### src/rtl/ptrk_pkg.sv
package ptrk_pkg;

    localparam int COORD_W = 24;
    localparam int DIFF_W  = 25;
    localparam int PROD_W  = 50;
    localparam int NUM_W   = 51;
    localparam int OUT_W   = 26;
    localparam int LEN_W   = 26;
    localparam int SQ_W    = 49;
    localparam int SUM_W   = 50;
    localparam int REM_W   = 52;
    localparam int IDX_W   = 3;

    localparam int DIV_STAGES = OUT_W;
    localparam int DIV_LAT    = DIV_STAGES + 3;
    localparam int FRONT_LAT  = 3;
    localparam int LAT        = FRONT_LAT + DIV_LAT;

    localparam logic [IDX_W-1:0] REG_START_X = 3'd0;
    localparam logic [IDX_W-1:0] REG_START_Y = 3'd1;
    localparam logic [IDX_W-1:0] REG_GOAL_X  = 3'd2;
    localparam logic [IDX_W-1:0] REG_GOAL_Y  = 3'd3;

    localparam logic signed [OUT_W-1:0] OUT_MAX = {1'b0, {(OUT_W-1){1'b1}}};
    localparam logic signed [OUT_W-1:0] OUT_MIN = {1'b1, {(OUT_W-1){1'b0}}};

    typedef enum logic [2:0] {
        SEG_IDLE,
        SEG_SQ,
        SEG_SUM,
        SEG_ITER,
        SEG_ROUND
    } seg_state_t;

    typedef struct packed {
        logic                      busy;
        logic                      degen;
        logic [LEN_W-1:0]          len;
        logic signed [DIFF_W-1:0]  a;
        logic signed [DIFF_W-1:0]  b;
        logic signed [COORD_W-1:0] sx;
        logic signed [COORD_W-1:0] sy;
    } seg_t;

endpackage

### src/rtl/ptrk_div.sv
module ptrk_div (
    input  logic                                clk,
    input  logic                                adv,
    input  logic signed [ptrk_pkg::NUM_W-1:0]   num,
    input  logic [ptrk_pkg::LEN_W-1:0]          len,
    output logic signed [ptrk_pkg::OUT_W-1:0]   quo
);

    localparam int N = ptrk_pkg::DIV_STAGES;

    logic [ptrk_pkg::REM_W-1:0] mag_reg;
    logic                       neg_reg [0:N+1];
    logic                       ovf_reg [0:N];
    logic [ptrk_pkg::REM_W-1:0] rem_reg [0:N];
    logic [ptrk_pkg::OUT_W-1:0] q_reg   [0:N];
    logic [ptrk_pkg::NUM_W-1:0] mag;
    logic [ptrk_pkg::REM_W-1:0] len_top;
    logic [ptrk_pkg::OUT_W-1:0] q_fin;
    logic signed [ptrk_pkg::OUT_W-1:0] quo_reg;

    assign mag = num[ptrk_pkg::NUM_W-1] ? ptrk_pkg::NUM_W'(-num) : ptrk_pkg::NUM_W'(num);
    assign len_top = ptrk_pkg::REM_W'(len) << N;

    always_ff @(posedge clk)
    begin
        if (adv)
        begin
            mag_reg    <= ptrk_pkg::REM_W'(mag) + ptrk_pkg::REM_W'(len >> 1);
            neg_reg[0] <= num[ptrk_pkg::NUM_W-1];
            neg_reg[1] <= neg_reg[0];
            ovf_reg[0] <= mag_reg >= len_top;
            rem_reg[0] <= mag_reg;
            q_reg[0]   <= '0;
        end
    end

    genvar i;
    generate
        for (i = 0; i < N; i++)
        begin : g_stage
            logic [ptrk_pkg::REM_W-1:0] dvs;
            assign dvs = ptrk_pkg::REM_W'(len) << (N - 1 - i);
            always_ff @(posedge clk)
            begin
                if (adv)
                begin
                    neg_reg[i+2] <= neg_reg[i+1];
                    ovf_reg[i+1] <= ovf_reg[i];
                    if (rem_reg[i] >= dvs)
                    begin
                        rem_reg[i+1] <= rem_reg[i] - dvs;
                        q_reg[i+1]   <= q_reg[i] | (ptrk_pkg::OUT_W'(1) << (N - 1 - i));
                    end
                    else
                    begin
                        rem_reg[i+1] <= rem_reg[i];
                        q_reg[i+1]   <= q_reg[i];
                    end
                end
            end
        end
    endgenerate

    assign q_fin = q_reg[N];

    always_ff @(posedge clk)
    begin
        if (adv)
        begin
            if (neg_reg[N+1])
            begin
                if (ovf_reg[N] || q_fin > ptrk_pkg::OUT_W'(-ptrk_pkg::OUT_MIN))
                    quo_reg <= ptrk_pkg::OUT_MIN;
                else
                    quo_reg <= -$signed(q_fin);
            end
            else
            begin
                if (ovf_reg[N] || q_fin > ptrk_pkg::OUT_W'(ptrk_pkg::OUT_MAX))
                    quo_reg <= ptrk_pkg::OUT_MAX;
                else
                    quo_reg <= $signed(q_fin);
            end
        end
    end

    assign quo = quo_reg;

endmodule

### config.mk
export PLATFORM = sky130hd
export DESIGN_NAME = ptrk_div
export DESIGN_NICKNAME = d
export VERILOG_FILES = /design/src/rtl/ptrk_pkg.sv /design/src/rtl/ptrk_div.sv
export SDC_FILE = /design/constraint.sdc
export NUM_CORES = 2
export LEC_CHECK = 0
export CORE_MARGIN = 2
export CORE_UTILIZATION = 55
export DETAILED_ROUTE_END_ITERATION = 10
export DONT_BUFFER_PORTS = 1
export MAX_ROUTING_LAYER = met4
export PLACE_DENSITY = 0.7
export SYNTH_ARGS = -nofsm -noshare
export SYNTH_HDL_FRONTEND = slang
export SYNTH_SLANG_ARGS = --single-unit
### constraint.sdc
create_clock -name clk -period 6.2 [get_ports clk]
set_input_delay 0.93 -clock clk [delete_from_list [all_inputs] [get_ports clk]]
set_output_delay 0.93 -clock clk [all_outputs]
set_load 0.01 [all_outputs]
==> key figures <==
Floorplan
  • Die area: 198500 um^2
  • Die Wd: approximately 450 um
  • Chip height: 445.6 um
  • # rows: ~160
  • Core area: a little under 200000 um^2
  • Initial Util: 0.5517
  • I/O pins: 105

Setup path
  • Worst path cell trace: inv_1 -> ha_1 -> nor3b_1 -> nand3_1 -> or4_1 -> or4b_2 -> or3_1 -> or2_1 -> a21o_1 -> inv_1 -> nand2_1 -> o311ai_0
  • Worst setup EP type: flip-flop
  • Worst reg2reg path depth: 12
  • CP Launch Type: flip-flop
  • Worst-path maximum fanout: 24
  • Crit path DAT: 5.75 ns
  • CP max stage cell: o311ai_0
  • Critical path destination: quo[21]
  • CP max stage delay: 0.81 ns
  • CP startpoint: q_reg[1][260]
  • FF-to-FF Start: q_reg[1][260]
  • Levels on crit path: 12
  • Bufs and invs on worst path: 2
  • FF-to-FF End: quo[21]
  • Crit path kind: reg2reg
  • Top delay family on crit path: simple AND/OR/NAND/NOR gates
  • CP required: 6.76 ns
  • R2r setup slk: 1.01 ns
  • Most used cell along the critical path: inv_1

Logic synthesis
  • Largest family of logic cells by synthesized area: compound AO/OA/AOI/OAI gates
  • Multiplexer share of the synthesized area: 0.01016
  • Cells after Synth: 9746
  • Synthesized area: 107200 um^2
  • Post-Synth XOR/XNOR Area: 0.07522
  • EDFF count, synth: 1836
  • Adder-Cell Fraction of Synth Area: 0.09003
  • Register area share after synthesis: 0.5141
  • Simple-Gate Fraction of Synth Area: 0.1403
  • Compound-gate portion of the synthesized area: 0.1514
  • FFs w/ async S/R, synth: 0
  • Yosys warns: 0
  • Post-Syn Area per Cell: 11.00 um^2
  • Syn_nets: approximately 11k
  • Post-synth top flop: edfxtp_1
  • Seq cells post-synth: 1836
  • Yosys cell types: between 90 and 100

Global route
  • Initial antenna violation count: 18
  • Gr ovfl total: 0
  • Largest net degree at the start of global routing: roughly 180
  • Vias in the first global route: 74.74k
  • GRT Total Usage: 0.3022
  • First-pass GRT wire length: roughly 450 mm

Clock network
  • Hold-fix buffers at CTS: 0
  • Number of CTS-inserted buffers: between 150 and 200
  • Skew-Pair Late Insertion Delay: 0.87 ns
  • Clk sinks: 1836
  • CTS H-tree depth: 4
  • Longest Clk Path Bufs: 3
  • Post-CTS setup repair buffer count: 0
  • Post-CTS resize count: 0
  • Clk slew on worst S/H paths: 0.06 ns
  • CTS root buffer: clkbuf_16
  • TritonCTS clock tree: yes

Pwr
  • VDD IR max: 0.3295 mV
  • Pwr Density: 455.6 nW/um^2
  • Final Power: 53.68 mW
  • Leakage power: about 44 nW

STA
  • FMAX: 0.1926 GHz
  • Period utilisation layout: 0.8373
  • Unrepaired setup endpoints after global routing: false
  • Worst Max-Slew Pin Slew: 1.151 ns
  • Slew HR: 0.2327
  • Final hold slack: 0.1478 ns
  • Clk_skew: 0.04127 ns
  • Max-slew violation count: 0
  • Final min period: just over 5 ns
  • Setup TNS: 0 ns
  • Setup violators final: 0
  • Final-report hold violation count: 0

Status
  • Status: completed

Cells and area
  • Storage cell area: around 55000 um^2
  • Layout cells sized above 1: 0.07006
  • Fin cells: 12.56k
  • Layout fillers: 15.42k
  • Layout Utilization: 0.6061
  • Multi-input logic area: 50240 um^2
  • Nets: about 11k
  • Syn-to-layout area delta: 9.874%
  • Max FFs per register: 1352

Worst hold path
  • HP Start: num[50]
  • Worst hold path class: in2reg

Drt
  • Vias post-DR: 78.83k
  • Final wirelength: 295.9 mm
  • Iter 0 DRT Violations: 7645
  • DRT Pass-1 Iters: 8
  • Routed Antenna Nets: 0
  • Via density: 6.279
  • Routed length per instance: 23.57 um
  • Drc violations: 0

Placement
  • Number of port buffers: 0
  • RePlAce Congestion: 0.9932
  • Placed Cells: 12.18k
  • Hpwl dp: 220.0 mm

Job
  • Max Cap Viol: 0
power by group:
group / internal [mW] / switching, mW
Clock: 7.18 / 5.12
Sequential: 18.0 / 2.50
Combinational: 8.67 / 12.2
area by class of cell:
cell class              instances  share of cell area
diodes                          8           0.0001699
clock buffers                 219             0.04308
clock inverters               150             0.01493
inverters                     274            0.008729
multi-input cells            7380              0.4264
flip-flops and latches       1836              0.4679
well taps                    2542             0.02699
repair buffers                147             0.01177
how the worst min path moves through the flow:
stage | to | slack [ns] | cells past startpoint
after floorplan | neg_reg[0][10] | 0.40 | 0
after global placement | q_reg[1][251] | 0.40 | 0
after detailed placement | neg_reg[1][5] | 0.40 | 0
after CTS | neg_reg[0][0] | 0.07 | 0
after global routing | neg_reg[0][0] | 0.11 | 0
final | neg_reg[0][0] | 0.15 | 0
routing by layer:
| metal | up-vias | track usage | share of wire |
|---|---|---|---|
| met3 | 565 | 0.05170 | 0.079 |
| met2 | 3121 | 0.4535 | 0.45 |
| met5 | - | - | 0 |
| met4 | 0 | 0.1220 | 0.043 |
| met1 | 37960 | 0.4093 | 0.43 |
| li1 | 37180 | - | - |
cell usage after synthesis (30+ instances only):
library cell | count | area share
nor2b_1 | 111 | 0.0065
a21oi_1 | 717 | 0.033
nor4_1 | 174 | 0.010
mux2_2 | 87 | 0.0091
and3_1 | 77 | 0.0045
ha_1 | 730 | 0.085
o211ai_1 | 50 | 0.0035
nand3_1 | 177 | 0.0083
a211oi_1 | 74 | 0.0052
o31ai_1 | 76 | 0.0053
nor3_1 | 259 | 0.012
nand2_1 | 879 | 0.031
nand2b_1 | 133 | 0.0078
xnor2_1 | 470 | 0.038
clkbuf_1 | 240 | 0.0084
inv_1 | 269 | 0.0094
o21bai_1 | 83 | 0.0058
and2_1 | 42 | 0.0025
or3_1 | 97 | 0.0057
a31oi_1 | 77 | 0.0045
nor4b_1 | 38 | 0.0031
or2_2 | 52 | 0.0030
nand3b_1 | 30 | 0.0021
o21a_1 | 110 | 0.0077
edfxtp_1 | 1836 | 0.51
nor2_1 | 633 | 0.022
nor3b_1 | 32 | 0.0022
xor2_1 | 451 | 0.037
or4_1 | 60 | 0.0042
nand4_1 | 123 | 0.0072
a21o_1 | 337 | 0.024
o21ai_0 | 724 | 0.034
o311ai_0 | 31 | 0.0025
stage by stage:
step,instance area (um^2),setup slack [ns]
after floorplan,107200,0.8252
after CTS,117800,1.086
after detailed placement,111000,0.8043
final,117800,1.009
after global routing,117800,0.8585
after global placement,111000,0.7670
placed cells by master, fill, tap and decap left out, types with 30 or more instances in the layout:
cell type and instances:
nand4_1 123, clkinv_1 35, nor2_1 632, nor4b_1 38, ha_1 730, o311ai_0 31
or2_2 52, a211oi_1 72, nor4_1 174, a31oi_1 76, nor3b_1 31, o21ai_0 724
a21oi_1 714, nor2b_1 111, nor3_1 257, inv_1 244, nand3b_1 30, or3_1 97
and2_1 42, o21bai_1 83, xor2_1 451, and3_1 77, o211ai_1 50, o21a_1 110
nand2b_1 132, buf_4 125, clkbuf_16 200, xnor2_1 470, o31ai_1 75, edfxtp_1 1836
mux2_2 87, nand3_1 177, or4_1 60, nand2_1 879, a21o_1 337
cells by family after synthesis:
group           after synthesis
simple gates               3009
compound gates             2595
flops                      1836
xor+xnor                    921
fa+ha+maj                   756
buf+inv                     530
mux                          98
other cells                   1
Power figures use the tool's default switching activity.
