<file path="config.mk">
export PLATFORM = sky130hd
export DESIGN_NAME = ptrk_seg
export DESIGN_NICKNAME = d
export VERILOG_FILES = /design/src/rtl/ptrk_pkg.sv /design/src/rtl/ptrk_seg.sv
export SDC_FILE = /design/constraint.sdc
export NUM_CORES = 2
export LEC_CHECK = 0
export ABC_AREA = 1
export BUFFER_PORTS_ARGS = -buffer_cell sky130_fd_sc_hd__buf_2
export CAP_MARGIN = 10
export CELL_PAD_IN_SITES_DETAIL_PLACEMENT = 0
export CELL_PAD_IN_SITES_GLOBAL_PLACEMENT = 2
export CORE_ASPECT_RATIO = 0.6
export CORE_MARGIN = 2
export CORE_UTILIZATION = 37
export CTS_BUF_LIST = sky130_fd_sc_hd__clkbuf_8
export DETAILED_ROUTE_END_ITERATION = 6
export PLACE_DENSITY_LB_ADDON = 0.1
export SLEW_MARGIN = 10
export SYNTH_ARGS = -nofsm -noshare
export SYNTH_HDL_FRONTEND = slang
export SYNTH_SLANG_ARGS = --single-unit
</file>
<file path="constraint.sdc">
create_clock -name clk -period 7.5 [get_ports clk]
set_clock_uncertainty 0.05 [all_clocks]
set_input_delay 0.375 -clock clk [delete_from_list [all_inputs] [get_ports clk]]
set_output_delay 0.375 -clock clk [all_outputs]
set_load 0.02 [all_outputs]
</file>
<file path="src/rtl/ptrk_pkg.sv">
package ptrk_pkg;

    localparam int COORD_W = 24;
    localparam int DIFF_W  = 25;
    localparam int PROD_W  = 50;
    localparam int NUM_W   = 51;
    localparam int OUT_W   = 26;
    localparam int LEN_W   = 26;
    localparam int SQ_W    = 49;
    localparam int SUM_W   = 50;
    localparam int REM_W   = 52;
    localparam int IDX_W   = 3;

    localparam int DIV_STAGES = OUT_W;
    localparam int DIV_LAT    = DIV_STAGES + 3;
    localparam int FRONT_LAT  = 3;
    localparam int LAT        = FRONT_LAT + DIV_LAT;

    localparam logic [IDX_W-1:0] REG_START_X = 3'd0;
    localparam logic [IDX_W-1:0] REG_START_Y = 3'd1;
    localparam logic [IDX_W-1:0] REG_GOAL_X  = 3'd2;
    localparam logic [IDX_W-1:0] REG_GOAL_Y  = 3'd3;

    localparam logic signed [OUT_W-1:0] OUT_MAX = {1'b0, {(OUT_W-1){1'b1}}};
    localparam logic signed [OUT_W-1:0] OUT_MIN = {1'b1, {(OUT_W-1){1'b0}}};

    typedef enum logic [2:0] {
        SEG_IDLE,
        SEG_SQ,
        SEG_SUM,
        SEG_ITER,
        SEG_ROUND
    } seg_state_t;

    typedef struct packed {
        logic                      busy;
        logic                      degen;
        logic [LEN_W-1:0]          len;
        logic signed [DIFF_W-1:0]  a;
        logic signed [DIFF_W-1:0]  b;
        logic signed [COORD_W-1:0] sx;
        logic signed [COORD_W-1:0] sy;
    } seg_t;

endpackage

</file>
<file path="src/rtl/ptrk_seg.sv">
module ptrk_seg (
    input  logic                            clk,
    input  logic                            rst_n,
    input  logic                            cfg_we,
    input  logic [ptrk_pkg::IDX_W-1:0]      cfg_index,
    input  logic [ptrk_pkg::COORD_W-1:0]    cfg_data,
    output ptrk_pkg::seg_t                  seg
);

    ptrk_pkg::seg_state_t state_reg, state_next;

    logic signed [ptrk_pkg::COORD_W-1:0] sx_reg, sy_reg, gx_reg, gy_reg;
    logic signed [ptrk_pkg::DIFF_W-1:0]  a, b;
    logic signed [ptrk_pkg::PROD_W-1:0]  asq_full, bsq_full;
    logic [ptrk_pkg::SQ_W-1:0]           asq_reg, bsq_reg;
    logic [ptrk_pkg::SUM_W-1:0]          s_reg, res_reg, bit_reg, trial;
    logic [ptrk_pkg::LEN_W-1:0]          len_reg;
    logic                                degen_reg;
    logic                                start;
    logic                                busy;

    assign a = ptrk_pkg::DIFF_W'(gx_reg) - ptrk_pkg::DIFF_W'(sx_reg);
    assign b = ptrk_pkg::DIFF_W'(gy_reg) - ptrk_pkg::DIFF_W'(sy_reg);
    assign asq_full = a * a;
    assign bsq_full = b * b;
    assign trial = res_reg + bit_reg;

    always_comb
    begin
        start = 1'b0;
        if (cfg_we)
        begin
            case (cfg_index)
                ptrk_pkg::REG_START_X, ptrk_pkg::REG_START_Y,
                ptrk_pkg::REG_GOAL_X, ptrk_pkg::REG_GOAL_Y: start = 1'b1;
                default: start = 1'b0;
            endcase
        end
    end

    always_comb
    begin
        state_next = state_reg;
        case (state_reg)
            ptrk_pkg::SEG_IDLE:  state_next = ptrk_pkg::SEG_IDLE;
            ptrk_pkg::SEG_SQ:    state_next = ptrk_pkg::SEG_SUM;
            ptrk_pkg::SEG_SUM:   state_next = ptrk_pkg::SEG_ITER;
            ptrk_pkg::SEG_ITER:  state_next = bit_reg[0] ? ptrk_pkg::SEG_ROUND
                                                         : ptrk_pkg::SEG_ITER;
            ptrk_pkg::SEG_ROUND: state_next = ptrk_pkg::SEG_IDLE;
            default:             state_next = ptrk_pkg::SEG_IDLE;
        endcase
        if (start)
            state_next = ptrk_pkg::SEG_SQ;
    end

    always_comb
    begin
        busy = 1'b1;
        case (state_reg)
            ptrk_pkg::SEG_IDLE: busy = 1'b0;
            default:            busy = 1'b1;
        endcase
    end

    always_ff @(posedge clk or negedge rst_n)
    begin
        if (!rst_n)
        begin
            state_reg <= ptrk_pkg::SEG_IDLE;
            sx_reg    <= '0;
            sy_reg    <= '0;
            gx_reg    <= '0;
            gy_reg    <= '0;
            len_reg   <= '0;
            degen_reg <= 1'b1;
        end
        else
        begin
            state_reg <= state_next;
            if (cfg_we)
            begin
                case (cfg_index)
                    ptrk_pkg::REG_START_X: sx_reg <= cfg_data;
                    ptrk_pkg::REG_START_Y: sy_reg <= cfg_data;
                    ptrk_pkg::REG_GOAL_X:  gx_reg <= cfg_data;
                    ptrk_pkg::REG_GOAL_Y:  gy_reg <= cfg_data;
                    default: ;
                endcase
            end
            if (state_reg == ptrk_pkg::SEG_ROUND && !start)
            begin
                len_reg   <= res_reg[ptrk_pkg::LEN_W-1:0]
                             + ptrk_pkg::LEN_W'(s_reg > res_reg);
                degen_reg <= (a == '0) && (b == '0);
            end
        end
    end

    always_ff @(posedge clk)
    begin
        case (state_reg)
            ptrk_pkg::SEG_SQ:
            begin
                asq_reg <= asq_full[ptrk_pkg::SQ_W-1:0];
                bsq_reg <= bsq_full[ptrk_pkg::SQ_W-1:0];
            end
            ptrk_pkg::SEG_SUM:
            begin
                s_reg   <= ptrk_pkg::SUM_W'(asq_reg) + ptrk_pkg::SUM_W'(bsq_reg);
                res_reg <= '0;
                bit_reg <= ptrk_pkg::SUM_W'(1) << (ptrk_pkg::SUM_W - 2);
            end
            ptrk_pkg::SEG_ITER:
            begin
                if (s_reg >= trial)
                begin
                    s_reg   <= s_reg - trial;
                    res_reg <= (res_reg >> 1) + bit_reg;
                end
                else
                begin
                    res_reg <= res_reg >> 1;
                end
                bit_reg <= bit_reg >> 2;
            end
            default: ;
        endcase
    end

    always_comb
    begin
        seg.busy  = busy;
        seg.degen = degen_reg;
        seg.len   = len_reg;
        seg.a     = a;
        seg.b     = b;
        seg.sx    = sx_reg;
        seg.sy    = sy_reg;
    end

endmodule

</file>
==> impl_metrics.env <==
export IMPL_outcome="finished, violations left"
export IMPL_violations="design-rule violations, negative setup slack"
export IMPL_design_core_area_um2=188000
export IMPL_drv_cap=0
export IMPL_gp_congestion=0.989
export IMPL_fillers=18400
export IMPL_dieArea_um2=193000
export IMPL_finalWirelength_um=283000
export IMPL_num_vias=63800
export IMPL_synthDominantCellAreaShare_pct=34.3
export IMPL_slew_headroom_pct=29.3
export IMPL_synth_top_cell_by_area="fa_1"
export IMPL_fp_row_count=123
export IMPL_setup_slack_ns=-0.580
export IMPL_endpoint_kind="flip-flop"
export IMPL_setup_viol=61
export IMPL_synth_edff_count=221
export IMPL_final_hold_viol_count=0
export IMPL_clk_latency_ns=0.76
export IMPL_avgViaCountPerCell=4.96
export IMPL_avgSynthCellArea_um2=7.91
export IMPL_cp_slowest_cell="fa_1"
export IMPL_cts_root_buf="clkbuf_8"
export IMPL_wl_per_cell_um=22.0
export IMPL_synth_seq_cells=347
export IMPL_grt_usage_pct=29.1
export IMPL_timing_fmax_mhz=124
export IMPL_drive_gt1_share_pct=26.2
export IMPL_drtPass1Iterations=7
export IMPL_overflow=0
export IMPL_final_cell_mix="inv_1, nand2_1, buf_4"
export IMPL_area_delta_synth_final_pct=31.5
export IMPL_synth_async_reset_ratio_pct=36.3
export IMPL_place_area_um2=83300
export IMPL_period_share_pct=108
export IMPL_place_worst_setup_slack_ns=-1.44
export IMPL_hpwlAfterDp_um=243000
export IMPL_io_pins=156
export IMPL_synth_ff_type="edfxtp_1"
export IMPL_grt_pass1_vias=64200
export IMPL_seq_area_um2=9800
export IMPL_yosysWarnings=0
export IMPL_die_w_um=566
export IMPL_fp_dieH_um=341
export IMPL_clkTransAtPathRegs_ns=0.09
export IMPL_arrival_ns=8.54
export IMPL_nets=12100
export IMPL_ys_seq_area_share_pct=13.9
export IMPL_synthesis_instances=8873
export IMPL_cts_sinks=347
export IMPL_synth_area_um2=70200
export IMPL_grt_pass1_wl_um=419000
export IMPL_grt_start_max_net_pins=73
export IMPL_initial_core_util_pct=37.4
export IMPL_grt_setup_unrepaired="yes"
export IMPL_drtIter0Drc=6012
export IMPL_synth_area_leaders="fa_1, inv_1, ha_1"
export IMPL_crit_path_max_incr_delay_ns=0.59
export IMPL_cp_start_kind="flip-flop"
export IMPL_cp_common_cell="inv_2"
export IMPL_hold_path_class="in2reg"
export IMPL_cts_path_max_buffers=3
export IMPL_multiInputGateArea_um2=56900
export IMPL_port_buffers=155
export IMPL_antenna_found_initial=8
export IMPL_drc=2
export IMPL_syn_num_nets=10600
export IMPL_cp_max_fo=6
export IMPL_cts_buffers=66
export IMPL_fin_util_pct=49.1
export IMPL_stdcell_area_um2=92300
export IMPL_slew_violations=0
export IMPL_final_common_cell="inv_1"
export IMPL_antenna_left=0
export IMPL_htreeDepth=3
export IMPL_yosysUniqueCellTypes=60
export IMPL_cts_tree="built"
export IMPL_period_needed_ns=8.08
export IMPL_cp_required_ns=7.96
export IMPL_timing_hold_ws_ns=0.137
export IMPL_critPathKind="reg2reg"
export IMPL_worst_slew_pin_slew_ns=1.05
[kinds of logic (layout without fill, tap and decap cells)]
logic type | Yosys count | after routing | synth area share (%)
adders and majority gates | 1733 | 1733 | 43.7
AOI/OAI and AO/OA | 1060 | 1060 | 8.34
buffers and inverters | 2281 | 3773 | 12.4
DFF | 347 | 347 | 13.9
and+or+nand+nor | 3202 | 3202 | 18.4
other | 0 | 4 | 0
xor gates and xnor gates | 250 | 250 | 3.14
[stage by stage]
step,setup TNS [ns],cells
detailed placement,-56.31,12500
CTS,-17.11,12800
floorplan,-0.149,8873
finish,-19.19,12900
global placement,-55.41,12500
global route,-35.15,12900
[path summary, 6_finish.rpt]
path | start | cells past startpoint | slack (ns) | endpoint
max | gy_reg[0] | 42 | -0.58 | bsq_reg[48]
min | cfg_index[2] | 4 | 0.14 | state_reg[1]
max reg2reg | gy_reg[0] | 42 | -0.58 | bsq_reg[48]
min reg2reg | len_reg[0] | 2 | 0.42 | len_reg[0]
max in group asynchronous | rst_n | 3 | 5.94 | sx_reg[19]
min in group asynchronous | rst_n | 2 | 0.20 | sy_reg[1]
[layout make-up]
| cell class | count | share of cell area, % |
|---|---|---|
| diodes | 4 | 0.0108 |
| repair buffers | 1550 | 14.0 |
| clock buffers | 70 | 1.04 |
| inverters | 2103 | 8.71 |
| well taps | 2500 | 3.39 |
| clock inverters | 50 | 0.598 |
| multi-input cells | 6245 | 61.7 |
| flip-flops and latches | 347 | 10.6 |
[metal layers]
metal / track usage [%] / vias to the layer above / share of wire [%]
li1: - / 30000 / -
met1: 47.5 / 31500 / 52
met2: 38.8 / 2058 / 38
met3: 6.93 / 175 / 8.7
met4: 3.14 / 4 / 1.0
met5: 0.218 / - / 0.026
[Yosys cell counts, drive strengths merged (6+ instances only)]
master / count
dfrtp: 125
nand4: 75
xnor2: 77
ha: 531
o21bai: 43
nor3: 70
o31ai: 14
nand3: 253
clkinv: 17
a21oi: 382
and3: 14
buf: 79
edfxtp: 221
nand2: 1608
nor2: 1125
o22ai: 7
a221oi: 6
clkbuf: 99
fa: 1202
a31oi: 59
or2: 11
xor2: 173
a21boi: 14
a211oi: 6
a21o: 44
nor4: 28
o21a: 17
inv: 2086
nand3b: 11
o211ai: 12
o21ai: 443
[repair_timing]
item                       4_1_cts  5_1_grt
hold endpoints to repair       142        0
buffers inserted                92      105
gates cloned                     1        1
hold buffers                    25        0
setup endpoints to repair       67       71
resized for setup              799      702
pin swaps                      322      419
[critical path, delay by kind of cell, from the launching register on]
family                   cells  cell delay [ns]
AO/OA/AOI/OAI                2             0.45
adder cells (fa/ha/maj)     10             4.52
buffers and inverters       14             1.21
flip-flops                   1             0.39
AND/OR/NAND/NOR             16             1.18
Power is not shown: default switching activity piles up to over one toggle a cycle in this logic, so the estimate is an artifact.
